**src/rtl/bts_pkg.sv**
```systemverilog
// Shared types and constants for the board tag stream scanner.
// No dependencies.
package bts_pkg;

  localparam int unsigned MAGIC_CHARS = 20;
  localparam int unsigned MPOS_W     = 5;
  localparam int unsigned LEN_W      = 4;
  localparam int unsigned NAME_W     = 64;
  localparam logic [7:0]  TERM_BYTE  = 8'h3B;
  localparam logic [7:0]  PRINT_LOW  = 8'h20;
  localparam logic [7:0]  PRINT_HIGH = 8'h7F;

  // configuration register indexes
  localparam logic CFG_EXP_NAME = 1'b0;
  localparam logic CFG_EXP_LEN  = 1'b1;

  typedef struct packed {
    logic in_capture;
    logic mismatch;
  } bts_result_t;

  // 20-character tag magic, one character per position
  function automatic logic [7:0] magic_byte(input logic [MPOS_W-1:0] pos);
    logic [7:0] b;
    case (pos)
      5'd0:    b = 8'h43;
      5'd1:    b = 8'h52;
      5'd2:    b = 8'h4F;
      5'd3:    b = 8'h53;
      5'd4:    b = 8'h53;
      5'd5:    b = 8'h50;
      5'd6:    b = 8'h4F;
      5'd7:    b = 8'h49;
      5'd8:    b = 8'h4E;
      5'd9:    b = 8'h54;
      5'd10:   b = 8'h2D;
      5'd11:   b = 8'h42;
      5'd12:   b = 8'h4F;
      5'd13:   b = 8'h41;
      5'd14:   b = 8'h52;
      5'd15:   b = 8'h44;
      5'd16:   b = 8'h2D;
      5'd17:   b = 8'h56;
      5'd18:   b = 8'h31;
      5'd19:   b = 8'h3A;
      default: b = 8'h00;
    endcase
    return b;
  endfunction

endpackage

```
**src/rtl/bts_scan_core.sv**
```systemverilog
// Scan state of the board tag scanner: magic matcher, name capture, name compare.
// Depends on bts_pkg.
module bts_scan_core import bts_pkg::*; #(
  parameter int unsigned NAME_MAX = 8
) (
  input  logic              clk,
  input  logic              rst_n,
  input  logic              step,
  input  logic [7:0]        data_byte,
  input  logic [NAME_W-1:0] expected_name,
  input  logic [LEN_W-1:0]  expected_len,
  output bts_result_t       result
);

  localparam int unsigned CNT_W = $clog2(NAME_MAX + 1);
  localparam int unsigned IDX_W = (NAME_MAX > 1) ? $clog2(NAME_MAX) : 1;
  localparam logic [CNT_W-1:0] CNT_MAX  = CNT_W'(NAME_MAX);
  localparam logic [CNT_W-1:0] IDX_MASK = CNT_W'(NAME_MAX - 1);
  localparam logic [MPOS_W-1:0] MPOS_END = MPOS_W'(MAGIC_CHARS);

  logic [MPOS_W-1:0] magic_pos_r, magic_pos_nxt;
  logic              capture_r, capture_nxt;
  logic [CNT_W-1:0]  count_r, count_nxt;
  logic              mismatch_r, mismatch_nxt;
  logic [7:0]        store_r [NAME_MAX];
  logic              store_we;
  logic [IDX_W-1:0]  store_idx;

  logic [MPOS_W-1:0] pos_eff;
  logic              printable;
  logic              name_ok;
  logic [NAME_MAX-1:0] lane_ok;

  assign printable = (data_byte > PRINT_LOW) && (data_byte < PRINT_HIGH);
  assign pos_eff   = (magic_pos_r >= MPOS_END) ? '0 : magic_pos_r;
  assign store_idx = IDX_W'(count_r & IDX_MASK);

  // one compare lane per stored character; lanes past the count don't care
  always_comb begin
    for (int i = 0; i < NAME_MAX; i++) begin
      lane_ok[i] = (CNT_W'(i) >= count_r) || (store_r[i] == expected_name[8*i +: 8]);
    end
  end

  assign name_ok = (LEN_W'(count_r) == expected_len) && (&lane_ok);

  always_comb begin
    magic_pos_nxt = magic_pos_r;
    capture_nxt   = capture_r;
    count_nxt     = count_r;
    mismatch_nxt  = mismatch_r;
    store_we      = 1'b0;
    if (!mismatch_r) begin
      if (capture_r) begin
        if (data_byte == TERM_BYTE) begin
          capture_nxt = 1'b0;
          if (!name_ok) mismatch_nxt = 1'b1;
        end else if ((count_r < CNT_MAX) && printable) begin
          store_we  = 1'b1;
          count_nxt = count_r + 1'b1;
        end else begin
          // abandoned capture; this byte is not fed to the matcher
          capture_nxt = 1'b0;
        end
      end else if (data_byte == magic_byte(pos_eff)) begin
        if (pos_eff == MPOS_END - 1'b1) begin
          magic_pos_nxt = '0;
          capture_nxt   = 1'b1;
          count_nxt     = '0;
        end else begin
          magic_pos_nxt = pos_eff + 1'b1;
        end
      end else begin
        // one-byte lookback: failing byte may start a new match
        magic_pos_nxt = (data_byte == magic_byte('0)) ? MPOS_W'(1) : '0;
      end
    end
  end

  always_ff @(posedge clk) begin
    if (!rst_n) begin
      magic_pos_r <= '0;
      capture_r   <= 1'b0;
      count_r     <= '0;
      mismatch_r  <= 1'b0;
    end else if (step) begin
      magic_pos_r <= magic_pos_nxt;
      capture_r   <= capture_nxt;
      count_r     <= count_nxt;
      mismatch_r  <= mismatch_nxt;
    end
  end

  always_ff @(posedge clk) begin
    if (step && store_we) store_r[store_idx] <= data_byte;
  end

  assign result.mismatch   = mismatch_nxt;
  assign result.in_capture = capture_nxt;

endmodule

```
**src/rtl/board_tag_stream_scanner.sv**
```systemverilog
// Board tag stream scanner top level: stream ports, configuration registers,
// output register with skid stage. Depends on bts_pkg and bts_scan_core.

// Takes one image byte per transfer and returns one status transfer per byte
// through the result register, via the skid register while the output stalls.
// A new byte is accepted every cycle while the skid register is empty, and a
// two-entry output stage (result register plus skid register) lets one more
// byte in while a result waits. Configuration writes are always accepted and
// should be made only while no results are outstanding.
module board_tag_stream_scanner import bts_pkg::*; #(
  parameter int unsigned NAME_MAX = 8
) (
  input  logic              clk,
  input  logic              rst_n,
  input  logic              in_tvalid,
  output logic              in_tready,
  input  logic [7:0]        in_tdata,   // [7:0] data_byte
  output logic              out_tvalid,
  input  logic              out_tready,
  output logic [7:0]        out_tdata,  // [0] mismatch, [1] in_capture, [7:2] zero
  input  logic              cfg_valid,
  output logic              cfg_ready,
  input  logic              cfg_index,
  input  logic [NAME_W-1:0] cfg_data
);

  logic [NAME_W-1:0] exp_name_r;
  logic [LEN_W-1:0]  exp_len_r;
  logic              in_acc;
  logic              out_take;
  bts_result_t       res;
  logic              out_valid_r, skid_valid_r;
  bts_result_t       out_data_r, skid_data_r;

  assign cfg_ready = 1'b1;

  always_ff @(posedge clk) begin
    if (!rst_n) begin
      exp_name_r <= NAME_W'(64'h3478);
      exp_len_r  <= LEN_W'(2);
    end else if (cfg_valid) begin
      unique case (cfg_index)
        CFG_EXP_NAME: exp_name_r <= cfg_data;
        CFG_EXP_LEN:  exp_len_r  <= cfg_data[LEN_W-1:0];
        default:      ;
      endcase
    end
  end

  assign in_tready = !skid_valid_r;
  assign in_acc    = in_tvalid && in_tready;
  assign out_take  = out_valid_r && out_tready;

  bts_scan_core #(.NAME_MAX(NAME_MAX)) u_core (
    .clk           (clk),
    .rst_n         (rst_n),
    .step          (in_acc),
    .data_byte     (in_tdata),
    .expected_name (exp_name_r),
    .expected_len  (exp_len_r),
    .result        (res)
  );

  always_ff @(posedge clk) begin
    if (!rst_n) begin
      out_valid_r  <= 1'b0;
      skid_valid_r <= 1'b0;
    end else if (out_take || !out_valid_r) begin
      out_valid_r  <= skid_valid_r || in_acc;
      skid_valid_r <= 1'b0;
    end else if (in_acc) begin
      skid_valid_r <= 1'b1;
    end
  end

  always_ff @(posedge clk) begin
    if (out_take || !out_valid_r) begin
      out_data_r <= skid_valid_r ? skid_data_r : res;
    end else if (in_acc) begin
      skid_data_r <= res;
    end
  end

  assign out_tvalid = out_valid_r;
  assign out_tdata  = {6'b0, out_data_r.in_capture, out_data_r.mismatch};

endmodule

```
**config.mk**
```make
export PLATFORM = sky130hd
export DESIGN_NAME = board_tag_stream_scanner
export DESIGN_NICKNAME = d
export VERILOG_FILES = /design/src/rtl/bts_pkg.sv /design/src/rtl/bts_scan_core.sv /design/src/rtl/board_tag_stream_scanner.sv
export SDC_FILE = /design/constraint.sdc
export NUM_CORES = 1
export LEC_CHECK = 0
export ABC_AREA = 1
export BUFFER_PORTS_ARGS = -buffer_cell sky130_fd_sc_hd__buf_4
export CELL_PAD_IN_SITES_DETAIL_PLACEMENT = 0
export CELL_PAD_IN_SITES_GLOBAL_PLACEMENT = 1
export CORE_ASPECT_RATIO = 0.6
export CORE_UTILIZATION = 40
export DETAILED_ROUTE_END_ITERATION = 8
export GPL_TIMING_DRIVEN = 0
export MAX_ROUTING_LAYER = met4
export PLACE_DENSITY_LB_ADDON = 0.1
export SLEW_MARGIN = 20
export SYNTH_ARGS = -nofsm -noshare
export SYNTH_HDL_FRONTEND = slang
export SYNTH_SLANG_ARGS = --single-unit
```
**constraint.sdc**
```tcl
create_clock -name clk -period 4.1 [get_ports clk]
set_input_delay 0.205 -clock clk [delete_from_list [all_inputs] [get_ports clk]]
set_output_delay 0.205 -clock clk [all_outputs]
set_load 0.05 [all_outputs]
```
==> results of run 1 <==
==> state kept, by name, indices dropped and copies added, names as in the netlist <==
| register | cells |
|---|---|
| u_core.store_r | 64 |
| u_core.capture_r | 1 |
| u_core.magic_pos_r | 5 |
| out_tvalid | 1 |
| skid_data_r | 2 |
| out_tdata | 2 |
| exp_name_r | 64 |
| exp_len_r | 4 |
| u_core.count_r | 4 |
| skid_valid_r | 1 |
| u_core.mismatch_r | 1 |
==> cell usage after synthesis (2+ instances only) <==
| library cell | n | area [sq um] |
|---|---|---|
| ha_1 | 7 | 87.6 |
| nor2_4 | 2 | 22.5 |
| o22ai_1 | 2 | 12.5 |
| nand2_2 | 3 | 18.8 |
| o21ai_0 | 72 | 360 |
| a21oi_1 | 26 | 130 |
| o21ai_1 | 5 | 25.0 |
| o211ai_1 | 4 | 30.0 |
| inv_4 | 2 | 12.5 |
| edfxtp_1 | 68 | 2040 |
| or2_2 | 29 | 181 |
| nand3_2 | 3 | 30.0 |
| nor4_1 | 2 | 12.5 |
| nand3_1 | 33 | 165 |
| conb_1 | 2 | 7.51 |
| xor2_1 | 13 | 114 |
| nor3_1 | 15 | 75.1 |
| inv_1 | 75 | 282 |
| clkbuf_1 | 24 | 90.1 |
| xnor2_1 | 22 | 193 |
| buf_4 | 9 | 67.6 |
| nor2_1 | 144 | 541 |
| nand2_1 | 122 | 458 |
| nand4_1 | 24 | 150 |
| a31oi_1 | 2 | 12.5 |
| dfxtp_1 | 81 | 1620 |
| inv_2 | 2 | 7.51 |
==> metrics by stage <==
stage               instance area [sq um]  std cells  total power [mW]
global route                         8500       1160              3.63
floorplan                            6890        809              1.82
global placement                     7780       1117              1.95
CTS                                  8490       1160              3.53
detailed placement                   7790       1117              1.95
finish                               8500       1160              3.50
==> worst max path at each step <==
stage | slack (ns) | cells after the start | start | endpoint
2_1_floorplan | 1.88 | 17 | u_core.magic_pos_r[4] | u_core.count_r[2]
3_5_place_dp | 1.22 | 12 | in_tdata[1] | u_core.store_r[4][6]
4_1_cts | 1.39 | 9 | u_core.count_r[3] | u_core.store_r[4][1]
5_1_grt | 1.14 | 9 | u_core.count_r[3] | u_core.store_r[0][7]
3_3_place_gp | 1.29 | 12 | in_tdata[1] | u_core.store_r[1][0]
6_report | 1.37 | 9 | u_core.count_r[3] | u_core.store_r[0][0]
==> power by group <==
part / leakage, nW / switching (mW) / internal [mW] / total (mW)
Clock: 0.280 / 0.646 / 0.924 / 1.57
Combinational: 2.00 / 0.175 / 0.124 / 0.299
Sequential: 1.28 / 0.0319 / 1.60 / 1.63
==> repair_timing <==
| action | CTS | global route |
|---|---|---|
| hold buffers | 11 | 0 |
| endpoints found under the hold margin | 11 | 0 |
| gates resized for setup | 0 | 0 |
==> worst max-delay path, stage by stage (launching register included) <==
cell and delay (ns):
dfxtp_1 0.37, inv_1 0.17, nand3_1 0.09, nor2_1 0.12
inv_1 0.07, nor2_1 0.14, nand4_1 0.19, inv_1 0.15
nand2_1 0.18, nor3_1 0.87
==> layout make-up <==
type                    count  area share
repair buffers             91      0.0836
inverters                  79      0.0355
clock buffers              20      0.0525
well taps                 228      0.0336
multi-input cells         547       0.328
clock inverters            12      0.0168
plain buffers              34      0.0190
flip-flops and latches    149       0.431
==> per-layer routing <==
| layer | GRT usage | vias to the layer above | wire length (um) |
|---|---|---|---|
| met3 | 0.0455 | 13 | 967 |
| met2 | 0.294 | 160 | 7230 |
| met4 | 0.0478 | 0 | 132 |
| li1 | - | 2859 | - |
| met5 | - | - | 0 |
| met1 | 0.338 | 2611 | 9790 |
==> cells by family after synthesis <==
| logic type | after synthesis | synth area share |
|---|---|---|
| XOR/XNOR | 35 | 0.0446 |
| adder cells (fa/ha/maj) | 7 | 0.0127 |
| AND/OR/NAND/NOR | 382 | 0.251 |
| AO/OA/AOI/OAI | 116 | 0.0900 |
| buffers and inverters | 113 | 0.0674 |
| flip-flops | 149 | 0.533 |
| other | 2 | 0.00109 |
==> results by group, run 1 <==
Global routing
  – Gr usage total: 0.221
  – Largest net degree at the start of global routing: 17
  – Initial antenna violation count: 0
  – First-pass GRT wire length: around 28 mm
  – Vias in the first global route: ~5200
  – Global route total overflow: 0

Logic synthesis
  – Yosys warnings: 0
  – Post-synth EDFFs: between 60 and 70
  – Synth Flop Type: dfxtp_1
  – Sequential-to-total area share from yosys stat: 0.533
  – Synth Instances: approximately 800
  – Netlist cell types: 38
  – Yosys reg bits: between 100 and 150
  – Cell Area, Synth: approximately 6900 sq um
  – Synth async-reset ratio: 0
  – Avg Cell Area, Syn: 8.55 sq um

Place
  – IO Port Bufs: 80
  – DP Wirelength: roughly 13 mm
  – GP Congestion: 0.835
  – Pre-CTS setup slack: approximately 1.2 ns

Finish
  – Reg area: about 3700 sq um
  – Fillcell total: approximately 1600
  – Final core occ: 0.514
  – Fin nets: approximately 1000
  – ANT cells: 0
  – Commonest cells after routing, fill and taps aside: 144 x nor2_1, 122 x nand2_1, 89 x buf_4, 81 x dfxtp_1, 75 x inv_1
  – Area of the multi-input gates: about 2800 sq um
  – Layout cells sized above 1: 0.183
  – Commonest non-fill, non-tap cell in the layout: nor2_1
  – Layout area overhead: 23.7%

STA
  – WHS: between 0.004 and 0.005 ns
  – Max Slew Vio Count: 0
  – Worst Setup Slack, final: 1.37 ns
  – Fin crit share: 0.665
  – Setup total negative slack: 0 ns
  – Hold Vio Cnt, Final: 0
  – F_max: between 300 and 400 MHz
  – RSZ-0062 raised after global routing: false
  – Final setup viols: 0
  – Tightest Pin Transition: roughly 1.1 ns
  – Tmin final: between 2 and 3 ns
  – Worst Clk Skew: between 0.01 and 0.015 ns
  – Relative max-transition margin: 0.273

Clocking
  – H-tree depth: 4
  – Post-CTS Setup Bufs: 0
  – Clock sink total: approximately 150
  – Inserted Clock Buffers: 17
  – CTS tree: built
  – CTS Buffer Depth: 2
  – CTS clk-pin slew, worst paths: roughly 0.06 ns
  – Root cell of the clock tree: clkbuf_16
  – Clk_lat worst skew: approximately 0.43 ns

Route
  – DR vias: about 5600
  – Via/cell ratio: about 4.9
  – Detailed-route DRC error count: 0
  – Starting DRT DRC Count: ~500
  – Routed len/inst: between 15 and 20 um
  – DR pass1 iterations: 5
  – DRT Wirelength: roughly 18 mm
  – Post-route ant nets: 0

Floorplan
  – Starting density of the core: 0.416
  – Die Width: between 150 and 200 um
  – IO Count: just under 90
  – Die Y: 104 um
  – Rows: 36
  – Placeable Area: approximately 17000 sq um
  – Die area: 17700 sq um

Hold path
  – Worst hold path depth: 3
  – WHS Endpoint: exp_name_r[13]
  – Worst hold start: cfg_data[13]
  – Hold Crit Class: input port to flip-flop

Pwr
  – P per Cell Area: 412 nW/um^2
  – Max VDD drop: approximately 270 uV
  – Leak: between 3 and 4 nW

Setup path
  – RR Startpoint: u_core.count_r[3]
  – R2R cell count: 9
  – Internal reg-to-reg setup slack: between 1 and 1.5 ns
  – Critical Path RT: about 4.1 ns
  – Peak fanout along the critical path: 8
  – Worst setup EP type: flip-flop
  – R2r endpoint: u_core.store_r[0][0]
  – Crit Path Category: flip-flop to flip-flop
  – Critical Path AT: 2.77 ns
  – CP startpoint kind: flip-flop

Outcome
  – Outcome: complete, no violations

Run
  – Max Cap Viol: 0
No activity file was read; power rests on OpenSTA's default activity.
==> inputs of run 2 (changes only) <==
==> constraint.sdc (replaced) <==
create_clock -name clk -period 2.66 [get_ports clk]
set_input_delay 0.133 -clock clk [delete_from_list [all_inputs] [get_ports clk]]
set_output_delay 0.133 -clock clk [all_outputs]
set_load 0.05 [all_outputs]
==> results by group, run 2 (same netlist as run 1, synthesis figures left out) <==
Place
  – GP Congestion: approximately 0.83
  – IO Port Bufs: 80
  – DP Wirelength: approximately 13 mm

Floorplan
  – Starting density of the core: 0.416
  – IO Count: 89
  – Die Width: approximately 170 um
  – Die Y: 104 um
  – Rows: 36
  – Placeable Area: around 17000 sq um
  – Die area: roughly 18000 sq um

STA
  – Relative max-transition margin: 0.276
  – Max Slew Vio Count: 0
  – RSZ-0062 raised after global routing: true
  – Hold Vio Cnt, Final: 0
  – Tightest Pin Transition: around 1.1 ns
  – WHS: 0.0253 ns
  – Final setup viols: 16
  – F_max: 367 MHz
  – Worst Clk Skew: 0.0105 ns
  – Fin crit share: 1.03
  – Setup total negative slack: -0.703 ns
  – Worst Setup Slack, final: -0.0671 ns
  – Tmin final: about 2.7 ns

Route
  – DR vias: 5808
  – Routed len/inst: 15.4 um
  – DRT Wirelength: 18.6 mm
  – Post-route ant nets: 0
  – Via/cell ratio: 4.80
  – DR pass1 iterations: 5
  – Starting DRT DRC Count: 460
  – Detailed-route DRC error count: 0

Finish
  – Commonest non-fill, non-tap cell in the layout: nor2_1
  – ANT cells: 0
  – Layout cells sized above 1: 0.187
  – Top Registers: exp_name_r (64), u_core.store_r (64), u_core.magic_pos_r (5)
  – Fin nets: 1054
  – Commonest cells after routing, fill and taps aside: 144 x nor2_1, 121 x nand2_1, 93 x buf_4, 80 x dfxtp_1, 72 x inv_1
  – Layout area overhead: 31.2%
  – Fillcell total: 1517

Setup path
  – Peak fanout along the critical path: 8
  – R2R cell count: 9
  – RR Startpoint: u_core.count_r[3]
  – CP startpoint kind: flip-flop
  – CP dominant cell by count: inv_1
  – Crit Path Category: flip-flop to flip-flop
  – CP max stage cell: nor3_1
  – Critical Path AT: approximately 2.8 ns
  – CP cell instances: inv_1, nand3_1, nor2_1, inv_1, nor2_1, nand4_1, inv_1, nand2_1, nor3_1
  – Max incr delay on CP: between 0.8 and 0.9 ns
  – Worst Setup SP: u_core.count_r[3]
  – R2r endpoint: u_core.store_r[0][0]
  – Critical Path RT: 2.70 ns
  – CP endpoint: u_core.store_r[0][0]
  – Internal reg-to-reg setup slack: -0.07 ns
  – Worst setup EP type: flip-flop

Clocking
  – Inserted Clock Buffers: 17
  – H-tree depth: 4
  – Clk_lat worst skew: about 0.42 ns
  – CTS Buffer Depth: 2
  – Clock sink total: about 150
  – CTS tree: built
  – Root cell of the clock tree: clkbuf_16
  – CTS clk-pin slew, worst paths: about 0.060 ns

Global routing
  – Vias in the first global route: about 5400
  – Global route total overflow: 0
  – Largest net degree at the start of global routing: 17
  – First-pass GRT wire length: approximately 29 mm
  – Initial antenna violation count: 0
  – Gr usage total: 0.225

Pwr
  – Total design power: ~5.5 mW
  – Leak: between 3 and 4 nW
  – P per Cell Area: 605 nW/um^2
  – Max VDD drop: 415 uV

Outcome
  – Outcome: complete, but fails checks
  – Failing checks: negative setup slack

Hold path
  – Hold Crit Class: input port to flip-flop

Run
  – Max Cap Viol: 0
## run 2: worst max-delay path, delay by kind of cell (launching register included)
family	cells	cell delay [ns]
flip-flops	1	0.36
AND/OR/NAND/NOR	6	1.60
buffers and inverters	3	0.39
## run 2: per-layer routing
metal / up-vias / share of wire / GRT usage / wire length, um
met5: - / 0 / - / 0
met2: 173 / 0.41 / 0.306 / 7590
met3: 14 / 0.050 / 0.0413 / 940
li1: 2957 / - / - / -
met4: 0 / 0.0058 / 0.0523 / 109
met1: 2664 / 0.54 / 0.342 / 9990
## run 2: final cells by class
class / instances / area [sq um] / share of cell area
buffer: 34 / 161 / 0.0179
clock buffer: 20 / 447 / 0.0495
clock inverter: 12 / 143 / 0.0158
inverter: 79 / 302 / 0.0334
multi-input combinational: 547 / 2820 / 0.312
sequential: 149 / 3660 / 0.406
tap: 228 / 285 / 0.0316
timing repair buffer: 141 / 1200 / 0.133
## run 2: timing repair
item | CTS | global route
hold buffers | 57 | 0
endpoints found under the setup margin | 32 | 36
gates resized for setup | 1 | 12
pin swaps | 0 | 4
endpoints found under the hold margin | 60 | 0
buffers inserted | 0 | 4
## run 2: report_power, final
part / total (mW) / switching [mW] / internal [mW] / leakage, nW
sequential: 2.52 / 0.0494 / 2.47 / 1.28
combinational: 0.517 / 0.282 / 0.235 / 2.20
clock: 2.42 / 0.996 / 1.42 / 0.280
## run 2: per-stage QoR
| step | setup slack [ns] | utilization | instances | area, sq um |
|---|---|---|---|---|
| 6_report | -0.0671 | 0.546 | 1210 | 9020 |
| 3_3_place_gp | -0.0745 | 0.470 | 1117 | 7780 |
| 3_5_place_dp | -0.146 | 0.471 | 1117 | 7790 |
| 2_1_floorplan | 0.438 | - | 809 | 6890 |
| 5_1_grt | -0.298 | 0.546 | 1210 | 9020 |
| 4_1_cts | -0.0548 | 0.541 | 1206 | 8950 |
## run 2: worst min path at each step
| stage | start | to | cells after the start |
|---|---|---|---|
| finish | cfg_data[27] | exp_name_r[27] | 3 |
| global route | cfg_data[27] | exp_name_r[27] | 3 |
| CTS | cfg_data[27] | exp_name_r[27] | 3 |
| detailed placement | cfg_data[5] | exp_name_r[5] | 3 |
| global placement | cfg_data[4] | exp_name_r[4] | 3 |
| floorplan | in_tdata[0] | u_core.store_r[0][0] | 0 |
==> inputs of run 3 (changes only) <==
==> constraint.sdc (replaced) <==
create_clock -name clk -period 2.76 [get_ports clk]
set_input_delay 0.138 -clock clk [delete_from_list [all_inputs] [get_ports clk]]
set_output_delay 0.138 -clock clk [all_outputs]
set_load 0.05 [all_outputs]
==> results by group, run 3 (same netlist as run 1, synthesis figures left out) <==
STA
  – Worst Setup Slack, final: 0.0125 ns
  – Max Slew Vio Count: 0
  – Tightest Pin Transition: 1.08 ns
  – Fin crit share: 0.995
  – Final setup viols: 0
  – Worst Clk Skew: about 0.012 ns
  – F_max: between 300 and 400 MHz
  – Relative max-transition margin: 0.277
  – Tmin final: roughly 2.7 ns
  – RSZ-0062 raised after global routing: true
  – Hold Vio Cnt, Final: 0

Floorplan
  – Die Width: approximately 170 um
  – Die Y: about 100 um
  – Starting density of the core: 0.416
  – Rows: 36
  – Die area: roughly 18000 sq um
  – IO Count: between 80 and 90
  – Placeable Area: about 17000 sq um

Hold path
  – Hold Crit Class: input port to flip-flop
  – Worst hold path depth: 3

Finish
  – Fin nets: about 1100
  – Top Registers: exp_name_r (64), u_core.store_r (64), u_core.magic_pos_r (5)
  – ANT cells: 0
  – Final core occ: 0.543
  – Area of the multi-input gates: approximately 2800 sq um
  – Reg area: 3660 sq um
  – Layout area overhead: 30.7%
  – Fillcell total: approximately 1500
  – Commonest cells after routing, fill and taps aside: 144 x nor2_1, 121 x nand2_1, 91 x buf_4, 80 x dfxtp_1, 73 x inv_1
  – Commonest non-fill, non-tap cell in the layout: nor2_1
  – Non-filler cells, final: about 1200
  – Layout cells sized above 1: 0.183

Route
  – Starting DRT DRC Count: 455
  – DRT Wirelength: between 15 and 20 mm
  – Via/cell ratio: between 4 and 5
  – DR vias: about 5800
  – Post-route ant nets: 0
  – DR pass1 iterations: 6
  – Routed len/inst: between 15 and 20 um
  – Detailed-route DRC error count: 0

Setup path
  – CP startpoint kind: flip-flop
  – Worst setup EP type: flip-flop
  – Crit Path Category: flip-flop to flip-flop
  – Critical Path AT: 2.79 ns
  – Peak fanout along the critical path: 8
  – Critical Path RT: 2.80 ns
  – R2R cell count: 9

Global routing
  – Vias in the first global route: around 5400
  – Global route total overflow: 0
  – Largest net degree at the start of global routing: 17
  – Initial antenna violation count: 0
  – First-pass GRT wire length: a little under 30 mm
  – Gr usage total: 0.225

Pwr
  – Clock power share: 0.444
  – Leak: 3.76 nW
  – Internal power: between 3 and 4 mW
  – Logic pwr share: 0.095
  – Net Switching: 1.28 mW
  – Sw frac: 0.243
  – Max VDD drop: between 300 and 400 uV
  – Share of power burned in registers: 0.462
  – P per Cell Area: approximately 580 nW/um^2

Clocking
  – Clk_lat worst skew: about 0.42 ns
  – H-tree depth: 4
  – CTS tree: built
  – Root cell of the clock tree: clkbuf_16
  – CTS clk-pin slew, worst paths: 0.06 ns
  – Clock sink total: 149
  – Inserted Clock Buffers: 17
  – CTS Buffer Depth: 2

Place
  – Placed cell count: 1117
  – GP Congestion: about 0.83
  – IO Port Bufs: 80
  – Pre-CTS setup slack: -0.0510 ns
  – DP Wirelength: about 13 mm

Run
  – Max Cap Viol: 0

Outcome
  – Outcome: complete, no violations
==> run 3: through the flow <==
| stage | cell area, sq um | setup TNS, ns | hold WS (ns) | power [mW] |
|---|---|---|---|---|
| floorplan | 6890 | 0 | 0.237 | 2.70 |
| global placement | 7780 | 0 | 0.350 | 2.89 |
| detailed placement | 7790 | -1.10 | 0.357 | 2.90 |
| CTS | 8940 | 0 | 0.00245 | 5.29 |
| global route | 8980 | -3.04 | 0.0209 | 5.45 |
| finish | 8980 | 0 | 0.0194 | 5.25 |
==> run 3: worst paths after layout <==
kind	from	endpoint	slack, ns
max	u_core.count_r[3]	u_core.store_r[0][0]	0.01
min	cfg_data[61]	exp_name_r[61]	0.02
max reg2reg	u_core.count_r[3]	u_core.store_r[0][0]	0.01
min reg2reg	exp_name_r[39]	exp_name_r[39]	0.48
==> run 3: area by class of cell <==
type                    count  area share
flip-flops and latches    149       0.408
multi-input cells         547       0.312
repair buffers            138       0.131
clock buffers              20      0.0497
inverters                  79      0.0336
well taps                 228      0.0318
plain buffers              34      0.0180
clock inverters            12      0.0159
==> run 3: metal layers <==
metal	GRT usage	share of wire	up-vias
met1	0.340	0.54	2687
li1	-	-	2950
met4	0.0478	0.0052	0
met3	0.0447	0.046	10
met2	0.307	0.41	158
met5	-	0	-
==> run 3: timing repair <==
item	4_1_cts	5_1_grt
hold buffers	56	0
buffers inserted	0	2
endpoints found under the hold margin	58	0
setup endpoints to repair	0	25
resized for setup	0	7
==> run 3: worst max-delay path, cell delays in order (launching register included) <==
cell,delay (ns)
dfxtp_1,0.36
inv_1,0.17
nand3_1,0.09
nor2_1,0.11
inv_1,0.07
nor2_1,0.14
nand4_1,0.21
inv_1,0.15
nand2_1,0.19
nor3_1,0.87
==> run 3: power by group through the flow <==
stage	sequential [mW]	clock, mW	combinational [mW]
finish	2.43	2.33	0.496
floorplan	2.47	0	0.229
global route	2.43	2.46	0.549
detailed placement	2.47	0	0.430
CTS	2.43	2.37	0.496
global placement	2.47	0	0.421
